===== src/wlsc_pkg.sv =====
// Shared constants, codes and types for the wheel lock speed classifier.
package wlsc_pkg;

    // Default width of the stored speeds
    localparam int SPEED_WIDTH_DEF = 16;

    // Fixed field widths
    localparam int IN_WIDTH        = 16;
    localparam int BRAKE_WIDTH     = 24;
    localparam int MARGIN_WIDTH    = 16;
    localparam int STATUS_WIDTH    = 3;
    localparam int WHOLE_WIDTH     = 8;
    localparam int FRAC_BITS       = 8;
    localparam int OUT_TDATA_WIDTH = 16;
    localparam int OUT_PAD_WIDTH   = OUT_TDATA_WIDTH - STATUS_WIDTH - WHOLE_WIDTH;
    localparam int CFG_IDX_WIDTH   = 1;
    localparam int CFG_DATA_WIDTH  = 24;

    // Wheel status codes
    localparam logic [STATUS_WIDTH-1:0] ST_LOCKED = 3'd0;
    localparam logic [STATUS_WIDTH-1:0] ST_DECEL  = 3'd1;
    localparam logic [STATUS_WIDTH-1:0] ST_ACCEL  = 3'd2;
    localparam logic [STATUS_WIDTH-1:0] ST_CONST  = 3'd3;
    localparam logic [STATUS_WIDTH-1:0] ST_OTHER  = 3'd4;

    // Configuration register indexes
    localparam logic [CFG_IDX_WIDTH-1:0] REG_BRAKE_TERM = 1'b0;
    localparam logic [CFG_IDX_WIDTH-1:0] REG_MARGIN     = 1'b1;

    // Configuration reset values
    localparam logic [BRAKE_WIDTH-1:0]  BRAKE_RESET  = 24'd185196;
    localparam logic [MARGIN_WIDTH-1:0] MARGIN_RESET = 16'd384;

    // Threshold unit control and status
    typedef struct packed {
        logic start;
    } thr_ctrl_t;

    typedef struct packed {
        logic busy;
        logic valid;
    } thr_stat_t;

endpackage


===== src/wheel_lock_speed_classifier_core.sv =====
// Top level of the wheel lock speed classifier.
//
//  Channel   Direction  Payload (low bit first)
//  s_axis    in         tdata: speed_sample[15:0]
//  m_axis    out        tdata: wheel_status[2:0], speed_whole[10:3], zeros[15:11]
//  cfg       in         index 0 brake_term[23:0], index 1 margin[15:0]
//
// The core takes no new item until the current one has passed through the bit-serial
// squarer, the radicand check and, when the radicand is not negative, the
// one-bit-per-cycle square root in the threshold unit.
// The output register frees the input side while a result waits on m_axis.
// Reset (rst_n low, asynchronous) clears the speed pair, the fill count and the
// handshakes, and restores the register defaults.
module wheel_lock_speed_classifier_core
    import wlsc_pkg::*;
#(
    parameter int SPEED_WIDTH = SPEED_WIDTH_DEF
)
(
    input  logic                       clk,
    input  logic                       rst_n,
    input  logic                       cfg_wr_en,
    input  logic [CFG_IDX_WIDTH-1:0]   cfg_index,
    input  logic [CFG_DATA_WIDTH-1:0]  cfg_wr_data,
    input  logic                       s_axis_tvalid,
    output logic                       s_axis_tready,
    input  logic [IN_WIDTH-1:0]        s_axis_tdata,   // speed_sample
    output logic                       m_axis_tvalid,
    input  logic                       m_axis_tready,
    output logic [OUT_TDATA_WIDTH-1:0] m_axis_tdata    // wheel_status, speed_whole, pad
);

    localparam int SW = SPEED_WIDTH;
    localparam int MW = ((SW > MARGIN_WIDTH) ? SW : MARGIN_WIDTH) + 1;

    typedef enum logic [1:0] {
        T_IDLE = 2'b01,
        T_CALC = 2'b10
    } top_state_t;

    top_state_t              state_reg, state_next;
    logic [1:0]              fill_reg, fill_next;
    logic [SW-1:0]           older_reg, older_next;
    logic [SW-1:0]           newer_reg, newer_next;
    logic [WHOLE_WIDTH-1:0]  whole_reg;
    logic [BRAKE_WIDTH-1:0]  brake_reg;
    logic [MARGIN_WIDTH-1:0] margin_reg;
    logic                    out_valid_reg;
    logic [STATUS_WIDTH-1:0] out_status_reg;
    logic [WHOLE_WIDTH-1:0]  out_whole_reg;

    logic                    in_acc;
    logic [SW+IN_WIDTH-1:0]  samp_wide;
    logic [SW-1:0]           samp;
    logic [SW+IN_WIDTH-1:0]  samp_mask_wide;
    logic [WHOLE_WIDTH-1:0]  samp_whole;

    thr_ctrl_t               thr_ctrl;
    thr_stat_t               thr_stat;
    logic [SW-1:0]           thr_root;

    logic [SW:0]             half_sum;
    logic [SW-1:0]           half;
    logic [MW-1:0]           newer_plus_margin;
    logic                    below_thr;
    logic [STATUS_WIDTH-1:0] status;
    logic                    out_free;
    logic                    load_out;

    // Input handshake and sample masking
    assign s_axis_tready  = (state_reg == T_IDLE);
    assign in_acc         = s_axis_tvalid && s_axis_tready;
    assign samp_wide      = {{SW{1'b0}}, s_axis_tdata};
    assign samp           = samp_wide[SW-1:0];
    assign samp_mask_wide = {{IN_WIDTH{1'b0}}, samp};
    assign samp_whole     = samp_mask_wide[FRAC_BITS +: WHOLE_WIDTH];

    // Fill the speed pair, then shift it
    always_comb
    begin
        older_next = older_reg;
        newer_next = newer_reg;
        fill_next  = fill_reg;
        case (fill_reg)
            2'd0:
            begin
                older_next = samp;
                fill_next  = 2'd1;
            end
            2'd1:
            begin
                newer_next = samp;
                fill_next  = 2'd2;
            end
            default:
            begin
                older_next = newer_reg;
                newer_next = samp;
                fill_next  = 2'd2;
            end
        endcase
    end

    // Threshold unit works on the updated older speed
    assign thr_ctrl.start = in_acc;

    wlsc_thresh_unit #(
        .SPEED_WIDTH (SPEED_WIDTH)
    ) u_thresh (
        .clk        (clk),
        .rst_n      (rst_n),
        .ctrl       (thr_ctrl),
        .operand    (older_next),
        .brake_term (brake_reg),
        .stat       (thr_stat),
        .root       (thr_root)
    );

    // Classify: newer < half - margin is tested as newer + margin < half
    assign half_sum          = {1'b0, older_reg} + {1'b0, thr_root};
    assign half              = half_sum[SW:1];
    assign newer_plus_margin = MW'(newer_reg) + MW'(margin_reg);
    assign below_thr         = newer_plus_margin < MW'(half);

    always_comb
    begin
        if (newer_reg < older_reg)
        begin
            if (!thr_stat.valid)
                status = ST_OTHER;
            else if (below_thr)
                status = ST_LOCKED;
            else
                status = ST_DECEL;
        end
        else if (newer_reg > older_reg)
        begin
            status = ST_ACCEL;
        end
        else
        begin
            status = ST_CONST;
        end
    end

    // Move the result into the output register once it is free
    assign out_free = !out_valid_reg || m_axis_tready;
    assign load_out = (state_reg == T_CALC) && !thr_stat.busy && out_free;

    always_comb
    begin
        state_next = state_reg;
        case (state_reg)
            T_IDLE:
            begin
                if (in_acc)
                    state_next = T_CALC;
            end
            T_CALC:
            begin
                if (load_out)
                    state_next = T_IDLE;
            end
            default:
            begin
                state_next = T_IDLE;
            end
        endcase
    end

    // Control state
    always_ff @(posedge clk or negedge rst_n)
    begin
        if (!rst_n)
        begin
            state_reg     <= T_IDLE;
            fill_reg      <= 2'd0;
            older_reg     <= '0;
            newer_reg     <= '0;
            out_valid_reg <= 1'b0;
        end
        else
        begin
            state_reg <= state_next;
            if (in_acc)
            begin
                fill_reg  <= fill_next;
                older_reg <= older_next;
                newer_reg <= newer_next;
            end
            if (load_out)
                out_valid_reg <= 1'b1;
            else if (m_axis_tready)
                out_valid_reg <= 1'b0;
        end
    end

    // Payload registers
    always_ff @(posedge clk)
    begin
        if (in_acc)
            whole_reg <= samp_whole;
        if (load_out)
        begin
            out_status_reg <= status;
            out_whole_reg  <= whole_reg;
        end
    end

    // Configuration writes
    always_ff @(posedge clk or negedge rst_n)
    begin
        if (!rst_n)
        begin
            brake_reg  <= BRAKE_RESET;
            margin_reg <= MARGIN_RESET;
        end
        else if (cfg_wr_en)
        begin
            case (cfg_index)
                REG_BRAKE_TERM: brake_reg  <= cfg_wr_data[BRAKE_WIDTH-1:0];
                REG_MARGIN:     margin_reg <= cfg_wr_data[MARGIN_WIDTH-1:0];
                default:
                begin
                end
            endcase
        end
    end

    assign m_axis_tvalid = out_valid_reg;
    assign m_axis_tdata  = {{OUT_PAD_WIDTH{1'b0}}, out_whole_reg, out_status_reg};

    // Checks
    a_busy_after_accept: assert property (@(posedge clk) disable iff (!rst_n)
        in_acc |=> !s_axis_tready)
        else $error("input accepted again while an item is in work");

    a_fill_range: assert property (@(posedge clk) disable iff (!rst_n)
        fill_reg != 2'd3)
        else $error("fill count out of range");

    a_unit_idle: assert property (@(posedge clk) disable iff (!rst_n)
        (state_reg == T_IDLE) |-> !thr_stat.busy)
        else $error("threshold unit busy while the core is idle");

    a_status_code: assert property (@(posedge clk) disable iff (!rst_n)
        m_axis_tvalid |-> (m_axis_tdata[2:0] == ST_LOCKED || m_axis_tdata[2:0] == ST_DECEL
            || m_axis_tdata[2:0] == ST_ACCEL || m_axis_tdata[2:0] == ST_CONST
            || m_axis_tdata[2:0] == ST_OTHER))
        else $error("wheel status code out of range");

endmodule


===== src/wlsc_thresh_unit.sv =====
// Bit-serial squarer and square root that produce the lock threshold root.
module wlsc_thresh_unit
    import wlsc_pkg::*;
#(
    parameter int SPEED_WIDTH = SPEED_WIDTH_DEF
)
(
    input  logic                   clk,
    input  logic                   rst_n,
    input  thr_ctrl_t              ctrl,
    input  logic [SPEED_WIDTH-1:0] operand,
    input  logic [BRAKE_WIDTH-1:0] brake_term,
    output thr_stat_t              stat,
    output logic [SPEED_WIDTH-1:0] root
);

    localparam int SW    = SPEED_WIDTH;
    localparam int SQ_W  = 2 * SW;
    localparam int CMP_W = (SQ_W > BRAKE_WIDTH) ? SQ_W : BRAKE_WIDTH;
    localparam int CNT_W = $clog2(SW);

    typedef enum logic [3:0] {
        U_IDLE = 4'b0001,
        U_SQR  = 4'b0010,
        U_CMP  = 4'b0100,
        U_ROOT = 4'b1000
    } unit_state_t;

    unit_state_t      state_reg, state_next;
    logic [CNT_W-1:0] cnt_reg, cnt_next;

    logic [SQ_W-1:0]  acc_reg;
    logic [SQ_W-1:0]  mcand_reg;
    logic [SW-1:0]    mplier_reg;
    logic [SQ_W-1:0]  rad_reg;
    logic [SW:0]      rem_reg;
    logic [SW-1:0]    root_reg;
    logic             valid_reg;

    logic [SQ_W-1:0]  sq_sum;
    logic [CMP_W:0]   diff;
    logic             rad_ok;
    logic [SW+2:0]    rem_ext;
    logic [SW+2:0]    trial;
    logic [SW+2:0]    rem_diff;
    logic             take;

    // Shift-add square step and radicand check
    assign sq_sum = acc_reg + (mplier_reg[0] ? mcand_reg : '0);
    assign diff   = {1'b0, CMP_W'(acc_reg)} - {1'b0, CMP_W'(brake_term)};
    assign rad_ok = !diff[CMP_W];

    // One root bit per step: bring down two radicand bits, try root*4+1
    assign rem_ext  = {rem_reg, rad_reg[SQ_W-1 -: 2]};
    assign trial    = {1'b0, root_reg, 2'b01};
    assign rem_diff = rem_ext - trial;
    assign take     = !rem_diff[SW+2];

    // Sequence square, check, root
    always_comb
    begin
        state_next = state_reg;
        cnt_next   = cnt_reg;
        case (state_reg)
            U_IDLE:
            begin
                if (ctrl.start)
                begin
                    state_next = U_SQR;
                    cnt_next   = CNT_W'(SW - 1);
                end
            end
            U_SQR:
            begin
                if (cnt_reg == '0)
                    state_next = U_CMP;
                else
                    cnt_next = cnt_reg - 1'b1;
            end
            U_CMP:
            begin
                if (rad_ok)
                begin
                    state_next = U_ROOT;
                    cnt_next   = CNT_W'(SW - 1);
                end
                else
                begin
                    state_next = U_IDLE;
                end
            end
            U_ROOT:
            begin
                if (cnt_reg == '0)
                    state_next = U_IDLE;
                else
                    cnt_next = cnt_reg - 1'b1;
            end
            default:
            begin
                state_next = U_IDLE;
            end
        endcase
    end

    always_ff @(posedge clk or negedge rst_n)
    begin
        if (!rst_n)
        begin
            state_reg <= U_IDLE;
            cnt_reg   <= '0;
        end
        else
        begin
            state_reg <= state_next;
            cnt_reg   <= cnt_next;
        end
    end

    // Datapath shift registers
    always_ff @(posedge clk)
    begin
        case (state_reg)
            U_IDLE:
            begin
                if (ctrl.start)
                begin
                    acc_reg    <= '0;
                    mcand_reg  <= SQ_W'(operand);
                    mplier_reg <= operand;
                end
            end
            U_SQR:
            begin
                acc_reg    <= sq_sum;
                mcand_reg  <= mcand_reg << 1;
                mplier_reg <= mplier_reg >> 1;
            end
            U_CMP:
            begin
                valid_reg <= rad_ok;
                rad_reg   <= diff[SQ_W-1:0];
                rem_reg   <= '0;
                root_reg  <= '0;
            end
            U_ROOT:
            begin
                rem_reg  <= take ? rem_diff[SW:0] : rem_ext[SW:0];
                root_reg <= {root_reg[SW-2:0], take};
                rad_reg  <= rad_reg << 2;
            end
            default:
            begin
            end
        endcase
    end

    assign stat.busy  = (state_reg != U_IDLE);
    assign stat.valid = valid_reg;
    assign root       = root_reg;

endmodule

===== config.mk =====
export PLATFORM = sky130hd
export DESIGN_NAME = wheel_lock_speed_classifier_core
export DESIGN_NICKNAME = d
export VERILOG_FILES = /design/src/wlsc_pkg.sv /design/src/wheel_lock_speed_classifier_core.sv /design/src/wlsc_thresh_unit.sv
export SDC_FILE = /design/constraint.sdc
export NUM_CORES = 1
export LEC_CHECK = 0
export BUFFER_PORTS_ARGS = -buffer_cell sky130_fd_sc_hd__buf_2
export CORE_UTILIZATION = 45
export CTS_BUF_LIST = sky130_fd_sc_hd__clkbuf_8
export CTS_CLUSTER_DIAMETER = 50
export DETAILED_ROUTE_END_ITERATION = 10
export SYNTH_ARGS = -nofsm -noshare
export SYNTH_HDL_FRONTEND = slang
export SYNTH_SLANG_ARGS = --single-unit

===== constraint.sdc =====
create_clock -name clk -period 5.3 [get_ports clk]
set_input_delay 1.06 -clock clk [delete_from_list [all_inputs] [get_ports clk]]
set_output_delay 1.06 -clock clk [all_outputs]
set_load 0.005 [all_outputs]

# == Yosys cells after proc, flatten, opt, wreduce, memory -nomap -nowiden ==
# Cells that the tools add are included.
# classes
add_sub_neg,6
mul,0
div_mod_pow,0
magnitude_cmp,3
n_eq_ne,15
shifts,0
n_mux,31
n_bitwise,2
n_reduce_logical,22
# ops
operator,count
case mux 32 bit (2 select lines),3
2-to-1 mux 32 bit,3
case mux 16 bit (2 select lines),3
adder 16 x 16 -> 17 bit,2
case mux 17 bit (2 select lines),1
subtractor 32 x 24 -> 33 bit,1
adder 32 bit,1
2-to-1 mux 4 bit,7
subtractor 19 x 18 -> 19 bit,1
less-than comparator 17 x 16 -> 1 bit,1
2-to-1 mux 17 bit,1
greater-than comparator 16 bit,1
less-than comparator 16 bit,1
2-to-1 mux 16 bit,1
case mux 4 bit (4 select lines),1
case mux 4 bit (3 select lines),1
AND reduction 2 bit,5
"!= test 2 bit, second input constant",4
2-to-1 mux 2 bit,3
2-to-1 mux 3 bit,2
"!= test 2 x 1 -> 1 bit, second input constant",3
nonzero test 2 bit,3
"== test 2 x 1 -> 1 bit, second input constant",2
"== test 4 x 1 -> 1 bit, second input constant",1
other kinds (18),27
# word_totals
regBits,250
latch_bits,0
ram_bits,0
mem_bits_ro,0
input_bits,46
out_inout_bits,18
word_cells,98
mem_count,0

# == Logic depth before layout (Yosys ltp) ==
# Gate-level depths: netlist of the first run.
# depth
depth_word,6
mapped_depth,20
depth_no_buf,20

# == Cells and area by module ==
# Synthesis of the first run repeated with hierarchy kept, for this count alone.
# hier_totals
cells_unflattened,1610
hier_area_um2,16268.1
# by_module_without_submodules
mod,n_inst,cells_per_inst,area_per_inst_um2,seq_area_each_um2
wlsc_thresh_unit,1,1067,10263.6,4585.6
wheel_lock_speed_classifier_core,1,543,6004.5,2513.7

# == Worst setup path before layout of the first run ==
# OpenSTA, ideal clock, no wires.
# synth_path
path_kind,input to register
start,in s_axis_tvalid
end,"reg u_thresh.acc_reg[0], enable pin"
setup_ns,0.441
arrival_ns,3.728
t_required_ns,4.859
setup_slack_ns,1.132
path_stages,5
n_path_buf,1
cell_sequence,nand2_1 -> inv_2 -> buf_1 -> nand2_1 -> nand2_1
# synth_between
elab_chain_len,3
# synth_rtl
element,line,text
from (decl),wheel_lock_speed_classifier_core.sv:25,"input logic s_axis_tvalid,"
logical AND 1 bit,wheel_lock_speed_classifier_core.sv:72,assign in_acc = s_axis_tvalid && s_axis_tready;
net in_acc,wheel_lock_speed_classifier_core.sv:52,logic in_acc;
!= test 2 bit (no line),-,
AND reduction 2 bit (no line),-,
to (signal assigned),wlsc_thresh_unit.sv:135,acc_reg <= sq_sum;
to (decl),wlsc_thresh_unit.sv:32,logic [SQ_W-1:0] acc_reg;
# The timed path passes the listed nets, and every way through them passes these cells.
# A chain may end at the register's enable or synchronous reset.

# == Final worst setup path of the first run ==
# layout_path
start,reg newer_reg[0]
end,"reg out_status_reg[0], data pin"
# layout_between
elab_chain_len,5
elab_cells_between_ends,8
classes_between,add/sub: 1; order compare: 3; mux: 4
# layout_rtl
element,line,text
from (decl),wheel_lock_speed_classifier_core.sv:44,"logic [SW-1:0] newer_reg, newer_next;"
from (signal assigned),wheel_lock_speed_classifier_core.sv:189,newer_reg <= newer_next;
adder 16 x 16 -> 17 bit,wheel_lock_speed_classifier_core.sv:122,assign newer_plus_margin = MW'(newer_reg) + MW'(margin_reg);
less-than comparator 17 x 16 -> 1 bit,wheel_lock_speed_classifier_core.sv:123,assign below_thr = newer_plus_margin < MW'(half);
2-to-1 mux 1 bit,wheel_lock_speed_classifier_core.sv:131,else if (below_thr)
2-to-1 mux 3 bit,wheel_lock_speed_classifier_core.sv:129,if (!thr_stat.valid)
2-to-1 mux 3 bit *,wheel_lock_speed_classifier_core.sv:127,if (newer_reg < older_reg)
net status[0],wheel_lock_speed_classifier_core.sv:66,logic [STATUS_WIDTH-1:0] status;
to (signal assigned),wheel_lock_speed_classifier_core.sv:205,out_status_reg <= status;
to (decl),wheel_lock_speed_classifier_core.sv:49,logic [STATUS_WIDTH-1:0] out_status_reg;
# Mark *: on every way through the listed nets, which the timed path passes. The rest lies on a longest branch.

==> out/qor.csv, run 1 <==
metric,value,unit
R2R Setup Slk,0.71,ns
DR WL met3,1830,um
TritonRoute pass-1 iters,5,
Pwr Density,567,nW/um2
Worst Hold Class,flip-flop to flip-flop,
die area,35600,um2
drt total wl,37300,um
Post-CTS Resized,0,
"Distinct cells, synth",82,
async set-or-reset flop fraction in the synthesized netlist,0.340,
setup TNS,0,ns
Slew HR,0.240,
RSZ-0062 raised after global routing,no,
clock group share of total power,0.177,
Comb pwr share,0.498,
# H-tree levels,2,
syn avg cell area,10.2,um2
GRT Total Usage,0.213,
Port Buffers,58,
internal power,5.85,mW
core area,33900,um2
chip width,189,um
status,"complete, no violations",
Worst Max-Slew Pin Slew,1.14,ns
fraction of layout cells with a size suffix above 1,0.139,
clk root buf,clkbuf_8,
Tcrit/Tclk final,0.865,
total area of sequential cells,7100,um2
# diodes,0,
fin util,0.511,
1st-iter DRT viols,550,
post-synthesis sequential area ratio,0.453,
Skew-Pair Late Insertion Delay,0.58,ns
Min-Delay Endpoint,out_whole_reg[0],
Slew Limit Fails,0,
clock-pin slew on the worst setup and hold paths,0.07,ns
Max Clock Freq,218,MHz
Synth Register Bits,250,
CTS sink count,250,
initial antenna violation count,0,
worst hold stages,0,
Multi-input gate area,8090,um2
FF-to-FF path depth,19,
critical path class,flip-flop to flip-flop,
worst vdd ir,0.000240,V
Critical Path AT,4.90,ns
Die Y-Extent,189,um
first-pass GRT wire length,59700,um
post-detail-place hpwl,27200,um
Final Skew,0.0226,ns
number of CTS-inserted buffers,45,
number of synthesized flops with an enable pin,165,
CTS tree,done,
initial core utilization,0.463,
Final setup viols,0,
Sw Ratio,0.404,
Clock Tree Buf Depth,3,
Mapped Area,15700,um2
Worst Path Max Fanout,3,
Max Cap Violations,0,
Critical Path Start Type,flip-flop,
most common library cell in the layout ignoring fill and taps,nand2_1,
pin count of the biggest net entering global routing,64,
"Hold Vio Cnt, Final",0,
DRC viols,0,
fin crit period,4.59,ns
most frequent cells in the layout,"174 x nand2_1, 165 x edfxtp_1, 135 x ha_1",
worst r2r dst,out_status_reg[0],
NetSw,3.97,mW
Leak,7.38,nW
Syn-to-layout area delta,10.5,%
Ys Warns,0,
Layout Nets,1797,
num rows,67,
WL/cell,17.8,um
critical-path cell list,ha_1 > fa_1 > a21o_1 > a21oi_2 > o21bai_1 > a21oi_1 > o21bai_1 > a41o_1 > o41a_1 > a21o_1 > a21oi_2 > xnor2_1 > ha_1 > a21o_1 > a211oi_1 > nand4_1 > a31o_2 > o21ai_0 > mux2i_1,
global placer's final weighted congestion,0.847,
DR vias,11400,
Worst path slowest cell,fa_1,
crit-path most repeated cell,a21o_1,
Detail Route met2 WL,17200,um
top_reg_cell synth,edfxtp_1,
vias in the first global route,11100,
Worst path max stage delay,0.42,ns
top sig layer,met4,
CP required,5.61,ns
Filler cells,3183,
post-route cell area,17300,um2
routed length on met1,17400,um
DP Area,16500,um2
Routed Antenna Nets,0,
GRT Residual Overflow,0,
via/cell ratio,5.44,
Seq pwr share,0.325,
Post-CTS Hold Buffers,0,
CP endpoint kind,flip-flop,
Synth Instances,1537,
reg-to-reg startpoint,newer_reg[0],
Post-CTS Setup Repair Bufs,0,
boundary pin count,64,
hold wc startpoint,whole_reg[0],
==> critical path, delay by kind of cell (launching register included) <==
kind | cells | cell delay, ns
xor gates and xnor gates | 1 | 0.08
DFF | 1 | 0.40
AOI/OAI and AO/OA | 13 | 2.61
muxes | 1 | 0.10
and+or+nand+nor | 1 | 0.13
adders and majority gates | 3 | 1.00
==> synthesized netlist by cell type (all sizes together), types with 23 or more instances <==
cell type  count  area share
nand2        176       0.042
edfxtp       165        0.32
ha           135        0.11
nor2         123       0.029
o21ai        118       0.038
a21oi         89       0.030
inv           86       0.021
dfrtp         71        0.11
and2          54       0.022
a21o          52       0.025
xnor2         51       0.028
mux2          48       0.035
xor2          41       0.023
clkbuf        35      0.0084
nand3         27      0.0094
nor3          23      0.0073
==> stage by stage <==
stage	power (mW)	hold slack, ns	worst slack [ns]	cells
final	9.82	0.418	0.715	2097
after global routing	10.7	0.423	0.497	2097
after CTS	9.91	0.420	0.761	2097
after detailed placement	8.12	0.407	0.782	2013
after global placement	8.02	0.402	0.862	2013
after floorplan	6.90	0.400	1.13	1541
==> how the worst max path moves through the flow <==
stage                              from             endpoint  cells after the start
after floorplan           s_axis_tvalid  u_thresh.acc_reg[0]                      5
after global placement     newer_reg[0]    out_status_reg[0]                     19
after detailed placement   newer_reg[0]    out_status_reg[0]                     19
after CTS                  newer_reg[0]    out_status_reg[0]                     19
after global routing       newer_reg[0]    out_status_reg[0]                     19
final                      newer_reg[0]    out_status_reg[0]                     19
==> layout make-up <==
type,count,share of cell area
Timing Repair Buffer,72,0.0230
Sequential cell,250,0.410
Multi-Input combinational cell,1157,0.467
Clock inverter,34,0.00961
Tap cell,448,0.0324
Clock buffer,50,0.0397
Inverter,86,0.0186
==> power groups by stage <==
stage / logic, mW / registers, mW / clock network [mW]
3_3_place_gp: 4.80 / 3.21 / 0
2_1_floorplan: 3.82 / 3.08 / 0
5_1_grt: 5.55 / 3.26 / 1.87
4_1_cts: 4.93 / 3.20 / 1.79
3_5_place_dp: 4.89 / 3.23 / 0
6_report: 4.89 / 3.20 / 1.74
==> kinds of logic (layout without fill, tap and decap cells) <==
| group | count (synthesis) | count (layout) | share of synthesized area |
|---|---|---|---|
| AO/OA/AOI/OAI | 360 | 360 | 0.151 |
| XOR/XNOR | 92 | 92 | 0.0514 |
| adder cells (fa/ha/maj) | 139 | 139 | 0.113 |
| buffers and inverters | 134 | 242 | 0.0339 |
| flip-flops | 250 | 250 | 0.453 |
| multiplexers | 69 | 69 | 0.0481 |
| other | 1 | 5 | 0.000239 |
| AND/OR/NAND/NOR | 492 | 492 | 0.149 |
==> routing by layer <==
layer  vias to the layer above  global-route usage
li1                       5655                   -
met1                      5476               0.289
met2                       216               0.341
met3                        58              0.0434
met4                         0              0.0654
met5                         -                   0
Note: power is estimated with default switching activity, not from simulation.
==> inputs of run 2 (changes only) <==
--- a/config.mk
+++ b/config.mk
@@ -6,10 +6,13 @@
 export NUM_CORES = 1
 export LEC_CHECK = 0
 export BUFFER_PORTS_ARGS = -buffer_cell sky130_fd_sc_hd__buf_2
+export CELL_PAD_IN_SITES_DETAIL_PLACEMENT = 1
+export CELL_PAD_IN_SITES_GLOBAL_PLACEMENT = 1
 export CORE_UTILIZATION = 45
 export CTS_BUF_LIST = sky130_fd_sc_hd__clkbuf_8
 export CTS_CLUSTER_DIAMETER = 50
 export DETAILED_ROUTE_END_ITERATION = 10
+export PLACE_DENSITY_LB_ADDON = 0.1
 export SYNTH_ARGS = -nofsm -noshare
 export SYNTH_HDL_FRONTEND = slang
 export SYNTH_SLANG_ARGS = --single-unit
==> run 2 against run 1 <==
Flip-flop and latch count did not move. Critical path depth did not move. Power rose by 3.4%. Combinational power rose by 3%. Clock-buffer cell count rose by 6. Die area did not move. Final cell count barely moved. Sequential share of layout area fell by 0.23 points. Fmax fell by 0.32%. Hold slack improved by 0.0069 ns. Cell area rose by 0.56%. Sequential power barely moved.
==> out/qor.csv, run 2 (same netlist as run 1, synthesis figures left out) <==
metric,value,unit
Tcrit/Tclk final,0.868,
WL/cell,19.5,um
DR vias,11500,
Post-CTS Hold Buffers,0,
global placer's final weighted congestion,0.852,
Post-CTS Resized,0,
Slew HR,0.236,
CTS sink count,250,
num rows,67,
Worst Path Max Fanout,3,
initial core utilization,0.463,
Worst Hold Class,flip-flop to flip-flop,
R2R Setup Slk,0.70,ns
Die Y-Extent,189,um
chip width,189,um
Skew-Pair Late Insertion Delay,0.59,ns
post-route cell area,17400,um2
DP Area,16500,um2
setup TNS,0,ns
worst vdd ir,0.000265,V
Max Cap Violations,0,
most frequent cells in the layout,"174 x nand2_1, 165 x edfxtp_1, 135 x ha_1",
pin count of the biggest net entering global routing,63,
Port Buffers,58,
Min-Delay Endpoint,out_whole_reg[4],
Post-CTS Setup Repair Bufs,0,
clock-pin slew on the worst setup and hold paths,0.06,ns
drt total wl,40900,um
CP startpoint,newer_reg[0],
worst hold stages,0,
post-detail-place hpwl,30100,um
CTS tree,done,
Max Clock Freq,217,MHz
boundary pin count,64,
GRT Residual Overflow,0,
Clock Tree Buf Depth,3,
critical path class,flip-flop to flip-flop,
Critical Path AT,4.91,ns
via/cell ratio,5.50,
number of CTS-inserted buffers,47,
1st-iter DRT viols,639,
Slew Limit Fails,0,
# H-tree levels,2,
most common library cell in the layout ignoring fill and taps,nand2_1,
first-pass GRT wire length,66700,um
Pwr Density,583,nW/um2
Worst Max-Slew Pin Slew,1.15,ns
status,"complete, no violations",
reg-to-reg startpoint,newer_reg[0],
fraction of layout cells with a size suffix above 1,0.142,
fin crit period,4.60,ns
hold wc startpoint,whole_reg[4],
worst r2r dst,out_status_reg[0],
RSZ-0062 raised after global routing,no,
"Hold Vio Cnt, Final",0,
CP required,5.61,ns
Leak,7.45,nW
TritonRoute pass-1 iters,4,
Filler cells,3816,
Routed Antenna Nets,0,
power after layout,10.2,mW
DRC viols,0,
Critical Path Start Type,flip-flop,
Final setup viols,0,
CP endpoint kind,flip-flop,
GRT Total Usage,0.238,
FF-to-FF path depth,19,
vias in the first global route,12200,
Final Skew,0.0310,ns
clk root buf,clkbuf_8,
core area,33900,um2
Syn-to-layout area delta,11.1,%
total area of sequential cells,7100,um2
initial antenna violation count,0,
Multi-input gate area,8090,um2
Layout Nets,1797,
# diodes,0,
die area,35600,um2
run 2: cell count changes in the layout (fill, tap and decap cells not counted), sizes merged:
cell	previous run	this run
clkinv	14	3
inv	104	111
clkbuf	50	56
buf	72	70
bufinv	1	2
run 2: layer usage:
metal	share of wire	up-vias	routed length, um	track usage
met1	0.47	5681	19400	0.320
met3	0.032	66	1300	0.0367
met5	0	-	0	0
met4	0.025	0	1010	0.0698
li1	-	5655	-	-
met2	0.47	140	19200	0.397
run 2: layout make-up:
type,instances,share of cell area
Clock buffer,56,0.0442
Clock inverter,31,0.0101
Inverter,86,0.0185
Multi-Input combinational cell,1157,0.465
Sequential cell,250,0.408
Tap cell,448,0.0322
Timing Repair Buffer,70,0.0227
run 2: power by group:
| part | switching [mW] | internal, mW | total, mW |
|---|---|---|---|
| clock | 0.852 | 1.05 | 1.90 |
| sequential | 0.399 | 2.80 | 3.20 |
| combinational | 2.89 | 2.17 | 5.06 |
run 2: stage by stage:
step           setup slack, ns  std cells  hold WS (ns)  utilization
3_3_place_gp             0.845       2011         0.401        0.486
2_1_floorplan             1.13       1541         0.400            -
5_1_grt                  0.486       2098         0.433        0.514
4_1_cts                  0.717       2098         0.425        0.514
3_5_place_dp             0.734       2011         0.413        0.486
6_report                 0.700       2098         0.425        0.514
run 2: critical path: stages, from the launching register on:
cell and delay, ns:
dfrtp_1 0.39, ha_1 0.24, fa_1 0.42, a21o_1 0.19, a21oi_2 0.18, o21bai_1 0.08
a21oi_1 0.27, o21bai_1 0.13, a41o_1 0.27, o41a_1 0.36, a21o_1 0.21, a21oi_2 0.14
xnor2_1 0.14, ha_1 0.29, a21o_1 0.17, a211oi_1 0.23, nand4_1 0.13, a31o_2 0.22
o21ai_0 0.18, mux2i_1 0.09
run 2: worst max-delay path by stage:
stage                          end  slack (ns)
4_1_cts          out_status_reg[0]        0.72
5_1_grt          out_status_reg[0]        0.49
3_5_place_dp     out_status_reg[0]        0.73
3_3_place_gp     out_status_reg[0]        0.85
6_report         out_status_reg[0]        0.70
2_1_floorplan  u_thresh.acc_reg[0]        1.13
==> inputs of run 3 (changes only) <==
==> constraint.sdc (replaced) <==
create_clock -name clk -period 5.3 [get_ports clk]
set_input_delay 0.53 -clock clk [delete_from_list [all_inputs] [get_ports clk]]
set_output_delay 0.53 -clock clk [all_outputs]
set_load 0.005 [all_outputs]
==> run 3 against run 2 <==
Combinational power decreased by 0.8%. Register-to-register slack got worse by 0.10 ns. Critical endpoint unchanged. Largest power group unchanged. Core utilization decreased by 0.24 points.
==> out/qor.csv, run 3 (same netlist as run 1, synthesis figures left out) <==
metric,value,unit
core area,33900,um2
setup TNS,0,ns
initial antenna violation count,0,
reg-to-reg startpoint,newer_reg[0],
RSZ-0062 raised after global routing,no,
1st-iter DRT viols,504,
Leak,7.40,nW
DP Area,16500,um2
Skew-Pair Late Insertion Delay,0.59,ns
Max Cap Violations,0,
Setup WS post-layout,0.599,ns
DR vias,11500,
post-detail-place hpwl,29800,um
CTS tree,done,
Worst path max stage delay,0.42,ns
R2R Setup Slk,0.60,ns
post-route cell area,17300,um2
vias in the first global route,12100,
global placer's final weighted congestion,0.860,
TritonRoute pass-1 iters,4,
most frequent cells in the layout,"174 x nand2_1, 165 x edfxtp_1, 135 x ha_1",
status,"complete, no violations",
Clock Tree Buf Depth,3,
Final Skew,0.0318,ns
Critical Path Start Type,flip-flop,
Port Buffers,58,
Die Y-Extent,189,um
Slew Limit Fails,0,
"Hold Vio Cnt, Final",0,
Worst path slowest cell,fa_1,
CTS sink count,250,
pre-CTS WS,0.683,ns
drt total wl,41000,um
FF-to-FF path depth,19,
power after layout,9.99,mW
critical path class,flip-flop to flip-flop,
# H-tree levels,2,
Routed Antenna Nets,0,
initial core utilization,0.463,
GRT Total Usage,0.237,
Max Clock Freq,213,MHz
clock-pin slew on the worst setup and hold paths,0.06,ns
boundary pin count,64,
crit-path most repeated cell,a21o_1,
worst hold stages,2,
num rows,67,
chip width,189,um
WL/cell,19.5,um
Worst Max-Slew Pin Slew,1.13,ns
number of CTS-inserted buffers,47,
Min-Delay Endpoint,m_axis_tvalid,
first-pass GRT wire length,66100,um
fraction of layout cells with a size suffix above 1,0.143,
CP required,5.61,ns
worst r2r dst,out_status_reg[0],
Slew HR,0.244,
fin crit period,4.70,ns
Syn-to-layout area delta,10.6,%
Post-CTS Resized,0,
# diodes,0,
hold wc startpoint,m_axis_tready,
critical-path cell list,ha_1 > fa_1 > a21o_1 > a21oi_2 > o21bai_1 > a21oi_1 > o21bai_1 > a41o_1 > o41a_1 > a21o_1 > a21oi_2 > xnor2_1 > ha_1 > a21o_1 > a211oi_1 > nand4_1 > a31o_2 > o21ai_0 > mux2i_1,
Finished Layout Cells,2098,
Cells after DPL,2011,
Layout Nets,1798,
GRT Residual Overflow,0,
Pwr Density,576,nW/um2
Tcrit/Tclk final,0.887,
pin count of the biggest net entering global routing,70,
worst vdd ir,0.000264,V
clk root buf,clkbuf_8,
Final setup viols,0,
via/cell ratio,5.48,
Worst Hold Class,input pin to flip-flop,
Final Hold Slack,0.132,ns
CP endpoint kind,flip-flop,
die area,35600,um2
Critical Path AT,5.01,ns
most common library cell in the layout ignoring fill and taps,nand2_1,
Worst Path Max Fanout,3,
fin util,0.512,
DRC viols,0,
Filler cells,3833,
run 3: changes by cell type in the layout (fill, tap and decap cells not counted), sizes merged:
cell,before,now
clkinv,3,11
bufinv,2,0
dlygate4sd3,0,1
clkinvlp,1,3
inv,111,106
clkbuf,56,52
run 3: layout make-up:
class                   count  area [um2]  area share
clock buffers              52         716      0.0413
clock inverters            34         153     0.00880
inverters                  86         323      0.0186
multi-input cells        1157        8090       0.467
flip-flops and latches    250        7100       0.409
well taps                 448         561      0.0323
repair buffers             71         393      0.0227
run 3: critical path, delay by kind of cell (launching register included):
family / cells / cell delay (ns)
flip-flops: 1 / 0.40
adder cells (fa/ha/maj): 3 / 0.99
multiplexers: 1 / 0.12
AND/OR/NAND/NOR: 1 / 0.12
AO/OA/AOI/OAI: 13 / 2.72
XOR/XNOR: 1 / 0.07
run 3: worst max path at each step:
| stage | depth (start not counted) | slack, ns | endpoint | startpoint |
|---|---|---|---|---|
| CTS | 19 | 0.65 | out_status_reg[0] | newer_reg[0] |
| global placement | 19 | 0.75 | out_status_reg[0] | newer_reg[0] |
| detailed placement | 19 | 0.68 | out_status_reg[0] | newer_reg[0] |
| finish | 19 | 0.60 | out_status_reg[0] | newer_reg[0] |
| global route | 19 | 0.31 | out_status_reg[0] | newer_reg[0] |
| floorplan | 19 | 1.18 | out_status_reg[0] | newer_reg[0] |
run 3: routing by layer:
layer	part of all wire	wire [um]	track usage
met1	0.47	19400	0.319
met2	0.47	19300	0.394
met3	0.034	1400	0.0359
met4	0.021	864	0.0673
met5	0	0	0
run 3: where the power goes:
| group | switching (mW) | internal [mW] | total (mW) | leakage (nW) |
|---|---|---|---|---|
| logic | 2.87 | 2.15 | 5.02 | 4.38 |
| clock network | 0.863 | 0.903 | 1.77 | 0.517 |
| registers | 0.404 | 2.80 | 3.21 | 2.50 |
run 3: repair_timing:
| item | 4_1_cts | 5_1_grt |
|---|---|---|
| setup buffers | 0 | 0 |
| endpoints found under the hold margin | 24 | 0 |
| hold buffers | 1 | 0 |
